File: src/sv/rpbb_pkg.sv
// Shared types and constants for the rotated point bounding box block.
// No dependencies; imported by every module of the block.
`timescale 1ns / 1ps
`default_nettype none

package rpbb_pkg;

   localparam int COORD_WIDTH       = 16;
   localparam int COEF_WIDTH        = 16;
   localparam int COEF_FRAC_BITS    = 14;
   localparam int ROT_WIDTH         = 18;
   localparam int AXIS_COUNT        = 3;
   localparam int CSR_WIDTH         = AXIS_COUNT * COEF_WIDTH;
   localparam int CSR_INDEX_WIDTH   = 2;
   localparam int PROD_WIDTH        = COORD_WIDTH + COEF_WIDTH;
   localparam int SUM_WIDTH         = PROD_WIDTH + 2;
   localparam int QUEUE_DEPTH       = 4;
   localparam int QUEUE_PTR_WIDTH   = $clog2(QUEUE_DEPTH);
   localparam int QUEUE_COUNT_WIDTH = QUEUE_PTR_WIDTH + 1;
   localparam int FRONT_STAGES      = 2;
   localparam int FRONT_COUNT_WIDTH = $clog2(FRONT_STAGES + 1);

   localparam logic signed [ROT_WIDTH-1:0] ROT_MAX = {1'b0, {(ROT_WIDTH-1){1'b1}}};
   localparam logic signed [ROT_WIDTH-1:0] ROT_MIN = {1'b1, {(ROT_WIDTH-1){1'b0}}};

   localparam logic [CSR_INDEX_WIDTH-1:0] CSR_AXIS_ONE   = 2'd0;
   localparam logic [CSR_INDEX_WIDTH-1:0] CSR_AXIS_TWO   = 2'd1;
   localparam logic [CSR_INDEX_WIDTH-1:0] CSR_AXIS_THREE = 2'd2;

   localparam logic [CSR_WIDTH-1:0] AXIS_ONE_RESET   = 48'h0000_0000_4000;
   localparam logic [CSR_WIDTH-1:0] AXIS_TWO_RESET   = 48'h0000_4000_0000;
   localparam logic [CSR_WIDTH-1:0] AXIS_THREE_RESET = 48'h4000_0000_0000;

   typedef logic signed [ROT_WIDTH-1:0] rot_type;

   typedef struct packed {
      rot_type rot_x;
      rot_type rot_y;
      rot_type rot_z;
      logic    cloud_end;
   } rot_word_type;

   typedef struct packed {
      rot_type min_x;
      rot_type max_x;
      rot_type min_y;
      rot_type max_y;
      rot_type min_z;
      rot_type max_z;
   } box_word_type;

endpackage

`default_nettype wire

File: src/sv/rpbb_queue.sv
// Short queue of rotated words between front and back end.
// Space is reserved for words still in the front pipeline. Depends on rpbb_pkg.
`timescale 1ns / 1ps
`default_nettype none

module rpbb_queue
   import rpbb_pkg::*;
(
   input  wire logic                         clock,
   input  wire logic                         reset,
   input  wire logic                         push,
   input  wire rot_word_type                 push_word,
   input  wire logic [FRONT_COUNT_WIDTH-1:0] inflight,
   output logic                              full,
   input  wire logic                         pop,
   output logic                              empty,
   output rot_word_type                      head_word
);

   rot_word_type                  entry_ff [QUEUE_DEPTH];
   logic [QUEUE_PTR_WIDTH-1:0]    wr_ptr_ff;
   logic [QUEUE_PTR_WIDTH-1:0]    rd_ptr_ff;
   logic [QUEUE_COUNT_WIDTH-1:0]  count_ff;
   logic [QUEUE_COUNT_WIDTH-1:0]  count_in;
   logic [QUEUE_COUNT_WIDTH:0]    reserved;

   always_comb begin
      count_in = count_ff;
      if (push && !pop) begin
         count_in = count_ff + 1'b1;
      end else if (pop && !push) begin
         count_in = count_ff - 1'b1;
      end
   end

   always_ff @(posedge clock) begin
      if (reset) begin
         wr_ptr_ff <= '0;
         rd_ptr_ff <= '0;
         count_ff  <= '0;
      end else begin
         count_ff <= count_in;
         if (push) begin
            wr_ptr_ff <= wr_ptr_ff + 1'b1;
         end
         if (pop) begin
            rd_ptr_ff <= rd_ptr_ff + 1'b1;
         end
      end
   end

   always_ff @(posedge clock) begin
      if (push) begin
         entry_ff[wr_ptr_ff] <= push_word;
      end
   end

   assign reserved  = (QUEUE_COUNT_WIDTH+1)'(count_ff) + (QUEUE_COUNT_WIDTH+1)'(inflight);
   assign full      = reserved >= (QUEUE_COUNT_WIDTH+1)'(QUEUE_DEPTH);
   assign empty     = count_ff == '0;
   assign head_word = entry_ff[rd_ptr_ff];

endmodule

`default_nettype wire

File: config.mk
export PLATFORM = sky130hd
export DESIGN_NAME = rpbb_queue
export DESIGN_NICKNAME = d
export VERILOG_FILES = /design/src/sv/rpbb_pkg.sv /design/src/sv/rpbb_queue.sv
export SDC_FILE = /design/constraint.sdc
export NUM_CORES = 1
export LEC_CHECK = 0
export BUFFER_PORTS_ARGS = -buffer_cell sky130_fd_sc_hd__buf_2
export CAP_MARGIN = 20
export CORE_MARGIN = 10
export CORE_UTILIZATION = 55
export CTS_CLUSTER_DIAMETER = 200
export DETAILED_ROUTE_END_ITERATION = 16
export GPL_ROUTABILITY_DRIVEN = 0
export PLACE_DENSITY = 0.77
export SYNTH_ARGS = -nofsm -noshare
export SYNTH_HDL_FRONTEND = slang
export SYNTH_SLANG_ARGS = --single-unit
File: constraint.sdc
create_clock -name clock -period 3.65 [get_ports clock]
set_clock_uncertainty 0.05 [all_clocks]
set_input_delay 0.73 -clock clock [delete_from_list [all_inputs] [get_ports clock]]
set_output_delay 0.73 -clock clock [all_outputs]
set_load 0.01 [all_outputs]
==> flow_metrics.env <==
export IMPL_cts_tree="done"
export IMPL_hp_start="push_word[46]"
export IMPL_yosys_area_top_type="edfxtp_1"
export IMPL_chipHeight_um=144
export IMPL_track_usage_pct=15.0
export IMPL_setup_tns_ns=0
export IMPL_dr_total_vias=3799
export IMPL_hp_class="input pin to register"
export IMPL_cp_slowest_cell="dfxtp_4"
export IMPL_grt_pass1_wl_um=23600
export IMPL_io_pins=118
export IMPL_initial_core_util_pct=55.8
export IMPL_dp_hpwl_um=9560
export IMPL_avgSynthCellArea_um2=25.4
export IMPL_fin_crit_sh_pct=82.0
export IMPL_yosysUniqueCellTypes=23
export IMPL_core_area_um2=15100
export IMPL_cts_setup_buffers=0
export IMPL_path_buf_inv=2
export IMPL_cp_end_kind="primary output"
export IMPL_synth_area_leaders="edfxtp_1, mux4_2, dfxtp_1"
export IMPL_netlist_area_leader_share_pct=78.2
export IMPL_r2r_start="wr_ptr_ff[0]$_SDFFE_PP0P_"
export IMPL_antenna_left=0
export IMPL_finalHoldViolCount=0
export IMPL_drive_above_1_share_pct=44.2
export IMPL_synth_nets=400
export IMPL_cts_buffer_depth=3
export IMPL_cap_violations=0
export IMPL_layout_common_cells="edfxtp_1, buf_2, mux4_2"
export IMPL_crit_family="flip-flops"
export IMPL_die_area_um2=20700
export IMPL_drt_iter0_markers=306
export IMPL_num_rows=45
export IMPL_slew_headroom_pct=54.0
export IMPL_grt_pass1_vias=4201
export IMPL_startpoint_type="register"
export IMPL_crit_chain="buf_12 -> mux4_2 -> buf_2"
export IMPL_grt_setup_unrepaired="no"
export IMPL_max_freq_mhz=334
export IMPL_grt_start_max_net_pins=56
export IMPL_hold_path_depth=1
export IMPL_status="complete, no violations"
export IMPL_critPathMaxFanout=37
export IMPL_reg2regPathDepth=3
export IMPL_wl_per_cell_um=22.7
export IMPL_peakVddDrop_v=0.000402
export IMPL_clk_pin_slew_ns=0.06
export IMPL_cp_slowest_stage_delay_ns=0.60
export IMPL_synthCells=332
export IMPL_critPathRequiredTime_ns=2.87
export IMPL_finalSetupViolCount=0
export IMPL_leakage_nw=3.44
export IMPL_layout_commonest_cell="edfxtp_1"
export IMPL_final_area_um2=10000
export IMPL_fin_hold_ws_ns=0.381
export IMPL_io_buffers=117
export IMPL_cts_resized=0
export IMPL_ys_seq_area_share_pct=80.3
export IMPL_drcViolationCount=0
export IMPL_ctsHoldBuffers=0
export IMPL_grt_overflow_total=0
export IMPL_syn_cell_area_um2=8450
export IMPL_cts_buffers=23
export IMPL_placedCellCount=632
export IMPL_ys_ff_latch=229
export IMPL_regToRegSetupSlack_ns=1.75
export IMPL_period_needed_ns=2.99
export IMPL_pwr_density_cell_nw_per_um2=594
export IMPL_yosysWarningCount=0
export IMPL_instances_no_fill=675
export IMPL_cts_sinks=229
export IMPL_r2r_end="entry_ff[1][48]$_DFFE_PP_"
export IMPL_finalMaxSlewViolations=0
export IMPL_crit_type="register to primary output"
export IMPL_cts_max_level=1
export IMPL_power_total_mw=5.94
export IMPL_hold_end="entry_ff[1][46]$_DFFE_PP_"
export IMPL_area_growth_pct=18.4
export IMPL_worst_pin_slew_ns=0.691
export IMPL_worst_ep_arrival_time_ns=2.21
export IMPL_via_per_inst=5.63
export IMPL_root_buffer="clkbuf_16"
export IMPL_firstDrtPassIters=4
export IMPL_antenna_found_initial=2
export IMPL_fin_nets=537
export IMPL_dpl_cell_area_um2=9250
export IMPL_die_w_um=144
export IMPL_wl_um=15300
export IMPL_clkLatencyLatePin_ns=0.51
## stage by stage
step / utilization (%) / setup slack (ns)
floorplan: - / 1.15
global placement: 61.0 / 1.11
detailed placement: 61.0 / 1.10
CTS: 66.0 / 0.589
global route: 66.0 / 0.508
finish: 66.1 / 0.658
## worst register-to-register path, delay by kind of cell, from the launching register on
family	cells	cell delay (ns)
simple gates	1	0.59
flops	1	0.42
buf+inv	1	0.32
fa+ha+maj	1	0.18
## power breakdown
part / switching [mW] / internal, mW / leakage (nW)
clock: 0.914 / 1.41 / 0.375
sequential: 0.0535 / 3.02 / 2.10
combinational: 0.285 / 0.261 / 0.969
## routing by layer
layer | wire length, um | GRT usage (%) | share of wire, % | vias up
met5 | 13 | 0 | 0.085 | -
met3 | 1040 | 3.86 | 6.8 | 32
li1 | - | - | - | 1690
met1 | 6180 | 19.2 | 40 | 1966
met4 | 309 | 4.41 | 2.0 | 2
met2 | 7770 | 24.8 | 51 | 109
## how the worst max path moves through the flow
stage	from	endpoint	slack (ns)	cells past startpoint
2_1_floorplan	push	entry_ff[0][0]$_DFFE_PP_	1.15	1
5_1_grt	register	head_word[13]	0.51	3
3_3_place_gp	register	head_word[44]	1.11	3
4_1_cts	register	head_word[54]	0.59	3
6_report	register	head_word[13]	0.66	3
3_5_place_dp	register	head_word[54]	1.10	3
## registers in the layout, indices dropped and copies added, names as in the netlist, named ones only
signal     flops
rd_ptr_ff      2
wr_ptr_ff      2
count_ff       3
entry_ff     220
## Yosys cell counts (all sizes together)
library cell and number:
edfxtp 220, mux4 55, buf 11, dfxtp 9
nor2 7, ha 6, and2 4, inv 4
xor2 3, clkbuf 2, mux2i 2, xnor2 2
a21oi 1, a311o 1, fa 1, nand2 1
nor3 1, o21ai 1, or3 1
## area by class of cell
| cell class | instances | area (um^2) |
|---|---|---|
| Clock buffer | 30 | 622 |
| Fill cell | 977 | 5140 |
| Clock inverter | 12 | 135 |
| Timing Repair Buffer | 125 | 696 |
| Multi-Input combinational cell | 86 | 1510 |
| Tap cell | 188 | 235 |
| Inverter | 4 | 15.0 |
| Antenna cell | 1 | 2.50 |
| Sequential cell | 229 | 6790 |
## cells by family (layout without fill, tap and decap cells)
family                     after synthesis  after routing  synth area share, %
xor gates and xnor gates                 5              5                0.518
DFF                                    229            229                 80.3
muxes                                   57             57                 15.1
buffers and inverters                   17            171                 1.90
and+or+nand+nor                         14             14                0.785
other                                    0              1                    0
AOI/OAI and AO/OA                        3              3                0.237
adders and majority gates                7              7                 1.13
(Power assumes the default switching activity.)
