==> config.mk <==
export PLATFORM = sky130hd
export DESIGN_NAME = rpbb_back
export DESIGN_NICKNAME = d
export VERILOG_FILES = /design/src/sv/rpbb_pkg.sv /design/src/sv/rpbb_back.sv
export SDC_FILE = /design/constraint.sdc
export NUM_CORES = 1
export LEC_CHECK = 0
export BUFFER_PORTS_ARGS = -buffer_cell sky130_fd_sc_hd__buf_4
export CAP_MARGIN = 20
export CORE_MARGIN = 2
export CORE_UTILIZATION = 45
export CTS_CLUSTER_DIAMETER = 30
export DETAILED_ROUTE_END_ITERATION = 16
export PLACE_DENSITY_LB_ADDON = 0.08
export REMOVE_ABC_BUFFERS = 1
export SYNTH_ARGS = -nofsm -noshare
export SYNTH_HDL_FRONTEND = slang
export SYNTH_SLANG_ARGS = --single-unit
==> constraint.sdc <==
create_clock -name clock -period 8.1 [get_ports clock]
set_input_delay 0.405 -clock clock [delete_from_list [all_inputs] [get_ports clock]]
set_output_delay 0.405 -clock clock [all_outputs]
set_load 0.02 [all_outputs]
==> src/sv/rpbb_pkg.sv <==
// Shared types and constants for the rotated point bounding box block.
// No dependencies; imported by every module of the block.
`timescale 1ns / 1ps
`default_nettype none

package rpbb_pkg;

   localparam int COORD_WIDTH       = 16;
   localparam int COEF_WIDTH        = 16;
   localparam int COEF_FRAC_BITS    = 14;
   localparam int ROT_WIDTH         = 18;
   localparam int AXIS_COUNT        = 3;
   localparam int CSR_WIDTH         = AXIS_COUNT * COEF_WIDTH;
   localparam int CSR_INDEX_WIDTH   = 2;
   localparam int PROD_WIDTH        = COORD_WIDTH + COEF_WIDTH;
   localparam int SUM_WIDTH         = PROD_WIDTH + 2;
   localparam int QUEUE_DEPTH       = 4;
   localparam int QUEUE_PTR_WIDTH   = $clog2(QUEUE_DEPTH);
   localparam int QUEUE_COUNT_WIDTH = QUEUE_PTR_WIDTH + 1;
   localparam int FRONT_STAGES      = 2;
   localparam int FRONT_COUNT_WIDTH = $clog2(FRONT_STAGES + 1);

   localparam logic signed [ROT_WIDTH-1:0] ROT_MAX = {1'b0, {(ROT_WIDTH-1){1'b1}}};
   localparam logic signed [ROT_WIDTH-1:0] ROT_MIN = {1'b1, {(ROT_WIDTH-1){1'b0}}};

   localparam logic [CSR_INDEX_WIDTH-1:0] CSR_AXIS_ONE   = 2'd0;
   localparam logic [CSR_INDEX_WIDTH-1:0] CSR_AXIS_TWO   = 2'd1;
   localparam logic [CSR_INDEX_WIDTH-1:0] CSR_AXIS_THREE = 2'd2;

   localparam logic [CSR_WIDTH-1:0] AXIS_ONE_RESET   = 48'h0000_0000_4000;
   localparam logic [CSR_WIDTH-1:0] AXIS_TWO_RESET   = 48'h0000_4000_0000;
   localparam logic [CSR_WIDTH-1:0] AXIS_THREE_RESET = 48'h4000_0000_0000;

   typedef logic signed [ROT_WIDTH-1:0] rot_type;

   typedef struct packed {
      rot_type rot_x;
      rot_type rot_y;
      rot_type rot_z;
      logic    cloud_end;
   } rot_word_type;

   typedef struct packed {
      rot_type min_x;
      rot_type max_x;
      rot_type min_y;
      rot_type max_y;
      rot_type min_z;
      rot_type max_z;
   } box_word_type;

endpackage

`default_nettype wire

==> src/sv/rpbb_back.sv <==
// Back end: running min/max trackers per axis and a two-word result buffer.
// Consumes rotated words from rpbb_queue. Depends on rpbb_pkg.
`timescale 1ns / 1ps
`default_nettype none

module rpbb_back
   import rpbb_pkg::*;
(
   input  wire logic         clock,
   input  wire logic         reset,
   input  wire logic         word_ready,
   input  wire rot_word_type word,
   output logic              word_pop,
   input  wire logic         rsp_pop,
   output logic              rsp_empty,
   output box_word_type      rsp_word
);

   localparam int OUT_DEPTH = 2;

   rot_type      min_ff [AXIS_COUNT];
   rot_type      max_ff [AXIS_COUNT];
   rot_type      min_in [AXIS_COUNT];
   rot_type      max_in [AXIS_COUNT];
   rot_type      val    [AXIS_COUNT];
   box_word_type box_in;

   box_word_type out_ff [OUT_DEPTH];
   logic         out_wr_ff;
   logic         out_rd_ff;
   logic [1:0]   out_count_ff;
   logic         out_push;
   logic         out_pop;

   assign val[0] = word.rot_x;
   assign val[1] = word.rot_y;
   assign val[2] = word.rot_z;

   always_comb begin
      for (int a = 0; a < AXIS_COUNT; a++) begin
         min_in[a] = (val[a] < min_ff[a]) ? val[a] : min_ff[a];
         max_in[a] = (val[a] > max_ff[a]) ? val[a] : max_ff[a];
      end
   end

   assign box_in = '{min_x: min_in[0], max_x: max_in[0],
                     min_y: min_in[1], max_y: max_in[1],
                     min_z: min_in[2], max_z: max_in[2]};

   assign word_pop = word_ready && (!word.cloud_end || out_count_ff < 2'(OUT_DEPTH));
   assign out_push = word_pop && word.cloud_end;
   assign out_pop  = rsp_pop && !rsp_empty;

   always_ff @(posedge clock) begin
      if (reset) begin
         for (int a = 0; a < AXIS_COUNT; a++) begin
            min_ff[a] <= ROT_MAX;
            max_ff[a] <= ROT_MIN;
         end
      end else if (word_pop) begin
         for (int a = 0; a < AXIS_COUNT; a++) begin
            min_ff[a] <= word.cloud_end ? ROT_MAX : min_in[a];
            max_ff[a] <= word.cloud_end ? ROT_MIN : max_in[a];
         end
      end
   end

   always_ff @(posedge clock) begin
      if (reset) begin
         out_wr_ff    <= 1'b0;
         out_rd_ff    <= 1'b0;
         out_count_ff <= '0;
      end else begin
         if (out_push) begin
            out_wr_ff <= ~out_wr_ff;
         end
         if (out_pop) begin
            out_rd_ff <= ~out_rd_ff;
         end
         if (out_push && !out_pop) begin
            out_count_ff <= out_count_ff + 1'b1;
         end else if (out_pop && !out_push) begin
            out_count_ff <= out_count_ff - 1'b1;
         end
      end
   end

   always_ff @(posedge clock) begin
      if (out_push) begin
         out_ff[out_wr_ff] <= box_in;
      end
   end

   assign rsp_empty = out_count_ff == '0;
   assign rsp_word  = out_ff[out_rd_ff];

endmodule

`default_nettype wire

==> results of run 1 <==
==> area by class of cell <==
type,count,area (um2),area share
flip-flops and latches,329,9830,0.476
well taps,461,577,0.0279
clock buffers,85,2000,0.0969
repair buffers,182,1380,0.0669
clock inverters,51,621,0.0301
multi-input cells,637,5810,0.281
inverters,113,424,0.0205
==> state kept, by name (all words and copies together), names as in the netlist, named ones only <==
register / flops
out_count_ff: 2
out_wr_ff: 1
max_ff: 54
out_ff: 216
min_ff: 54
out_rd_ff: 1
==> layer usage <==
metal / global-route usage / vias up
li1: - / 4733
met1: 0.251 / 4814
met2: 0.310 / 219
met3: 0.0424 / 58
met4: 0.0701 / 0
met5: 0 / -
==> cell usage after synthesis (3+ instances only) <==
cell type and number:
a211oi_1 3, a21o_1 15, a21oi_1 36, and2_1 52
and4_1 14, buf_1 3, buf_2 8, buf_4 4
clkbuf_1 21, dfxtp_1 5, edfxtp_1 324, ha_1 106
inv_1 113, mux2_1 9, mux2_2 185, mux2i_1 5
nand2_1 18, nand2b_1 8, nand3_1 10, nand4_1 8
nor2_1 10, nor2b_1 5, o2111ai_1 3, o211ai_1 37
o21a_1 3, o21ai_0 33, o21ai_1 4, o22a_1 34
xor2_1 3
==> worst max-delay path: stages, from the launching register on <==
cell and delay (ps):
edfxtp_1 350, inv_1 90, ha_1 250, a21o_1 180, a21oi_1 130, o21ai_1 80
a221o_1 370, a221oi_4 780, o21a_2 680, o21ai_0 230
==> logic make-up (layout without fill, tap and decap cells) <==
logic type	count (synthesis)	after routing	share of synthesized area
AOI/OAI and AO/OA	190	190	0.0829
xor gates and xnor gates	4	4	0.00216
adders and majority gates	106	106	0.0817
buffers and inverters	151	431	0.0374
DFF	329	329	0.606
muxes	202	202	0.141
and+or+nand+nor	135	135	0.0490
==> power breakdown <==
part	total, uW	internal, uW	leakage, uW	switching (uW)
combinational	1330	596	0.00387	735
clock	3100	2170	0.00127	929
sequential	2190	2100	0.00301	97.4
total	6630	4870	0.00815	1760
==> worst max path at each step <==
stage	to	depth (start not counted)
finish	out_ff[1][99]	9
global route	out_ff[1][92]	9
CTS	out_ff[1][92]	9
detailed placement	out_ff[0][101]	9
global placement	out_ff[0][105]	9
floorplan	out_ff[0][0]	2
==> per-stage QoR <==
step	power (uW)	hold WS [ps]	cell area [um2]	std cells
2_1_floorplan	3060	472	16100	1079
3_3_place_gp	3560	487	18000	1719
3_5_place_dp	3570	497	18000	1719
4_1_cts	6710	42.9	20600	1855
5_1_grt	6900	63.1	20600	1858
6_report	6630	63.4	20600	1858
==> flow_metrics.py, run 1 <==
metrics = {
    "route": {
        "met2_length_mm": 17.0,
        "viasPerCell": 5.29,
        "wirelength_mm": 35.6,
        "drtAntennaViolNets": 0,
        "wl_met3_mm": 1.79,
        "drt_iter0_markers": 522,
        "via_count": 9824,
        "firstDrtPassIters": 7,
        "wl_met1_mm": 16.1,
        "wl_per_cell_um": 19.2,
        "highest_layer": "met4",
        "drc": 0,
    },
    "cells_and_area": {
        "fill_cells": 2912,
        "drive_above_1_share": 0.361,
        "layout_commonest_cell": "edfxtp_1",
        "most-common-layout-cells": "edfxtp_1 (324), mux2_2 (185), buf_4 (179)",
        "layout.nets": 1504,
        "diodes": 0,
        "fin_util": 0.580,
        "areaGrowthSynthToFinish_pct": 27.2,
    },
    "logic_synthesis": {
        "synth_edf_count": 324,
        "seq_area_frac_synth": 0.606,
        "yosys_warnings": 0,
        "syn_area_per_cell_um2": 14.5,
        "async_reset_ff_frac": 0,
        "synth.largest_area_cell": "edfxtp_1",
        "synth_seq_cells": 329,
        "yosysTopAreaCellShare": 0.599,
        "synth.cell_area_um2": 16200,
        "yosysUniqueCellTypes": 58,
        "synthCells": 1117,
        "synth-main-ff-cell": "edfxtp_1",
        "ys_top_cells_by_area": "edfxtp_1 (60%), mux2_2 (13%), ha_1 (8.2%)",
    },
    "cts": {
        "clock_latency_ps": 570,
        "cts.clk_slew.worst_paths_ps": 40,
        "clockRootBuffer": "clkbuf_16",
        "cts_setup_buffers": 0,
        "clock_path_buffers": 3,
        "hold_buffers": 0,
        "cts_resized": 0,
        "cts_sinks": 329,
        "cts_tree": "built",
        "htree_levels": 3,
        "numCtsBuffers": 76,
    },
    "worst_hold_path": {
        "min_path_cells": 2,
        "min_path_type": "in2reg",
        "min_from": "reset",
    },
    "power_and_ir_drop": {
        "powerDensity_nw_per_um2": 321,
        "power_leakage_uw": 0.00815,
        "ir_worst_vdd_v": 0.000331,
    },
    "global_routing": {
        "grt_pass1_vias": 10400,
        "gr-total-overflow": 0,
        "grt_max_degree": 66,
        "gr-usage-all-layers": 0.190,
        "grt_first_pass_wirelength_mm": 56.2,
        "antenna_found_initial": 0,
    },
    "setup_path": {
        "r2r_slack_ps": 4650,
        "worstPathArrival_ps": 3720,
        "required_ps": 8360,
        "cp_max_fo": 34,
        "r2r_cells": 9,
        "critPathLaunch": "min_ff[0][4]",
        "rr_startpoint": "min_ff[0][4]",
        "r2r-end": "out_ff[1][99]",
        "endpoint_kind": "flop",
        "path_class": "reg2reg",
        "crit_path_start_kind": "flop",
    },
    "floorplanning": {
        "die_w_um": 194,
        "die-area_um2": 37600,
        "initial_utilization": 0.456,
        "core_area_um2": 35600,
        "ios": 169,
        "rows": 69,
        "die_h_um": 194,
    },
    "timing": {
        "hold_viol_final": 0,
        "fin_ws_ps": 4650,
        "fin_skew_ps": 20.4,
        "rsz0062_at_grt": "no",
        "timing.fmax_mhz": 290,
        "relSlewSlack": 0.290,
        "finalCritPeriodShare": 0.426,
        "maxSlewViolCount": 0,
        "period_needed_ps": 3450,
        "worstMarginPinSlew_ps": 1070,
        "tns_ps": 0,
        "setup_viol": 0,
    },
    "job": {
        "drv_cap": 0,
    },
    "placed_design": {
        "dp_hpwl_mm": 22.6,
        "post-place-ws_ps": 4470,
        "gp_congestion": 0.779,
        "port_buffers": 168,
    },
    "status": {
        "status": "finished, final reports clean",
    },
}
(Power assumes the default switching activity.)
==> run 2, diff against run 1 <==
clock period = 3.1 ns   (was 8.1 ns; I/O delays follow)
==> flow_metrics.py, run 2 (synthesized netlist as in run 1, its figures left out) <==
metrics = {
    "setup_path": {
        "slowest_delay_ps": 380,
        "worstPathArrival_ps": 3170,
        "cp_cell_sequence": "inv_1 -> ha_1 -> a21oi_1 -> o21ai_0 -> a221oi_2 -> o2111ai_2 -> mux2i_4 -> buf_4 -> mux2_1 -> and2_1",
        "crit_buf_inv": 2,
        "slowest_stage": "mux2_1",
        "r2r-end": "max_ff[0][28]",
        "rr_startpoint": "max_ff[0][21]",
        "path_class": "reg2reg",
        "crit_path_start_kind": "flop",
        "endpoint_kind": "flop",
        "cp_max_fo": 7,
        "critical-path-top-delay-family": "compound AO/OA/AOI/OAI gates",
        "r2r_slack_ps": 250,
        "r2r_cells": 10,
        "required_ps": 3420,
    },
    "power_and_ir_drop": {
        "seq_power_share": 0.327,
        "p_int_uw": 12800,
        "p_switching_uw": 4590,
        "powerDensity_nw_per_um2": 814,
        "p_sw_frac": 0.264,
        "finalPower_uw": 17400,
        "power_leakage_uw": 0.00845,
        "ir_worst_vdd_v": 0.000752,
        "p_clk_frac": 0.461,
        "combPwrFrac": 0.212,
    },
    "cts": {
        "cts_tree": "built",
        "clock_path_buffers": 3,
        "clockRootBuffer": "clkbuf_16",
        "clock_latency_ps": 570,
        "cts.clk_slew.worst_paths_ps": 50,
        "numCtsBuffers": 76,
        "htree_levels": 3,
        "cts_setup_buffers": 0,
        "cts_sinks": 329,
    },
    "floorplanning": {
        "die_h_um": 194,
        "die-area_um2": 37600,
        "ios": 169,
        "initial_utilization": 0.456,
        "rows": 69,
        "die_w_um": 194,
        "core_area_um2": 35600,
    },
    "timing": {
        "tns_ps": 0,
        "worstMarginPinSlew_ps": 831,
        "finalCritPeriodShare": 0.919,
        "setup_viol": 0,
        "timing.fmax_mhz": 351,
        "hold_viol_final": 0,
        "period_needed_ps": 2850,
        "relSlewSlack": 0.446,
        "fin_skew_ps": 20.7,
        "maxSlewViolCount": 0,
        "rsz0062_at_grt": "no",
    },
    "cells_and_area": {
        "layout_commonest_cell": "edfxtp_1",
        "largest_reg_flops": 216,
        "reg_top3": "out_ff x216, max_ff x54, min_ff x54",
        "diodes": 0,
        "regMostFlops": "out_ff",
        "multi_input_area_um2": 5810,
        "areaGrowthSynthToFinish_pct": 31.4,
        "layout.nets": 1571,
        "most-common-layout-cells": "edfxtp_1 (324), buf_4 (187), mux2_2 (185)",
        "ff_latch_area_um2": 9830,
        "fill_cells": 2848,
        "drive_above_1_share": 0.347,
    },
    "global_routing": {
        "grt_busiest_layer": "met2",
        "antenna_found_initial": 0,
        "grt_pass1_vias": 10400,
        "met2_usage": 0.313,
        "met1_usage": 0.258,
        "gr-total-overflow": 0,
        "grt_max_degree": 109,
        "met3_usage": 0.0355,
        "grt_first_pass_wirelength_mm": 56.5,
        "gr-usage-all-layers": 0.191,
    },
    "route": {
        "wl_per_cell_um": 18.6,
        "drt_iter0_markers": 480,
        "via_count": 10000,
        "drtAntennaViolNets": 0,
        "wirelength_mm": 35.8,
        "viasPerCell": 5.20,
        "drc": 0,
        "firstDrtPassIters": 4,
    },
    "placed_design": {
        "gp_congestion": 0.761,
        "port_buffers": 168,
        "dp_hpwl_mm": 23.2,
    },
    "worst_hold_path": {
        "min_path_type": "in2reg",
        "min_path_cells": 4,
        "min_from": "rsp_pop",
        "whs_endpoint": "out_rd_ff",
    },
    "status": {
        "status": "finished, final reports clean",
    },
    "job": {
        "drv_cap": 0,
    },
}
-- run 2: metrics by stage --
| stage | area (um2) | util | cells | worst slack, ps | hold slack (ps) |
|---|---|---|---|---|---|
| 2_1_floorplan | 16100 | - | 1079 | -5310 | 224 |
| 3_3_place_gp | 18200 | 0.512 | 1735 | 185 | 381 |
| 3_5_place_dp | 18200 | 0.512 | 1735 | 162 | 382 |
| 4_1_cts | 21300 | 0.600 | 1925 | 146 | 19.2 |
| 5_1_grt | 21300 | 0.600 | 1925 | 52.6 | 32.8 |
| 6_report | 21300 | 0.600 | 1925 | 250 | 43.8 |
-- run 2: timing repair --
item	in CTS	in global routing
endpoints found under the setup margin	0	2
hold buffers	54	0
hold endpoints to repair	212	0
resized for setup	0	1
-- run 2: worst max-delay path by stage --
stage | start | to | slack (ps) | cells after the start
6_report | max_ff[0][21] | max_ff[0][28] | 250 | 10
5_1_grt | max_ff[0][5] | max_ff[0][17] | 50 | 10
4_1_cts | max_ff[0][23] | max_ff[0][28] | 150 | 10
3_5_place_dp | max_ff[0][23] | max_ff[0][29] | 160 | 10
3_3_place_gp | max_ff[0][23] | max_ff[0][26] | 180 | 10
2_1_floorplan | out_count_ff[1] | out_ff[0][0] | -5310 | 1
-- run 2: worst min-delay path: stages --
cell and delay (ps):
buf_4 110, o21ai_0 120, xor2_1 100, nor2_1 80
-- run 2: cell type report --
type                       instances  area share
clock buffer                      89      0.0934
clock inverter                    47      0.0277
inverter                         113      0.0199
multi-input combinational        637       0.272
sequential                       329       0.461
tap                              461      0.0270
timing repair buffer             249      0.0986
-- run 2: routing by layer --
layer,vias to the layer above,part of all wire,routed length (um)
li1,4872,-,-
met1,4898,0.47,16700
met2,196,0.48,17200
met3,41,0.037,1330
met4,0,0.016,558
met5,-,0,0
-- run 2: power groups by stage --
| stage | combinational, uW | sequential [uW] | clock, uW |
|---|---|---|---|
| finish | 3690 | 5670 | 8010 |
| global route | 3980 | 5720 | 8370 |
| CTS | 3750 | 5680 | 8140 |
| detailed placement | 3670 | 5750 | 0 |
| global placement | 3660 | 5740 | 0 |
| floorplan | 2170 | 5830 | 0 |
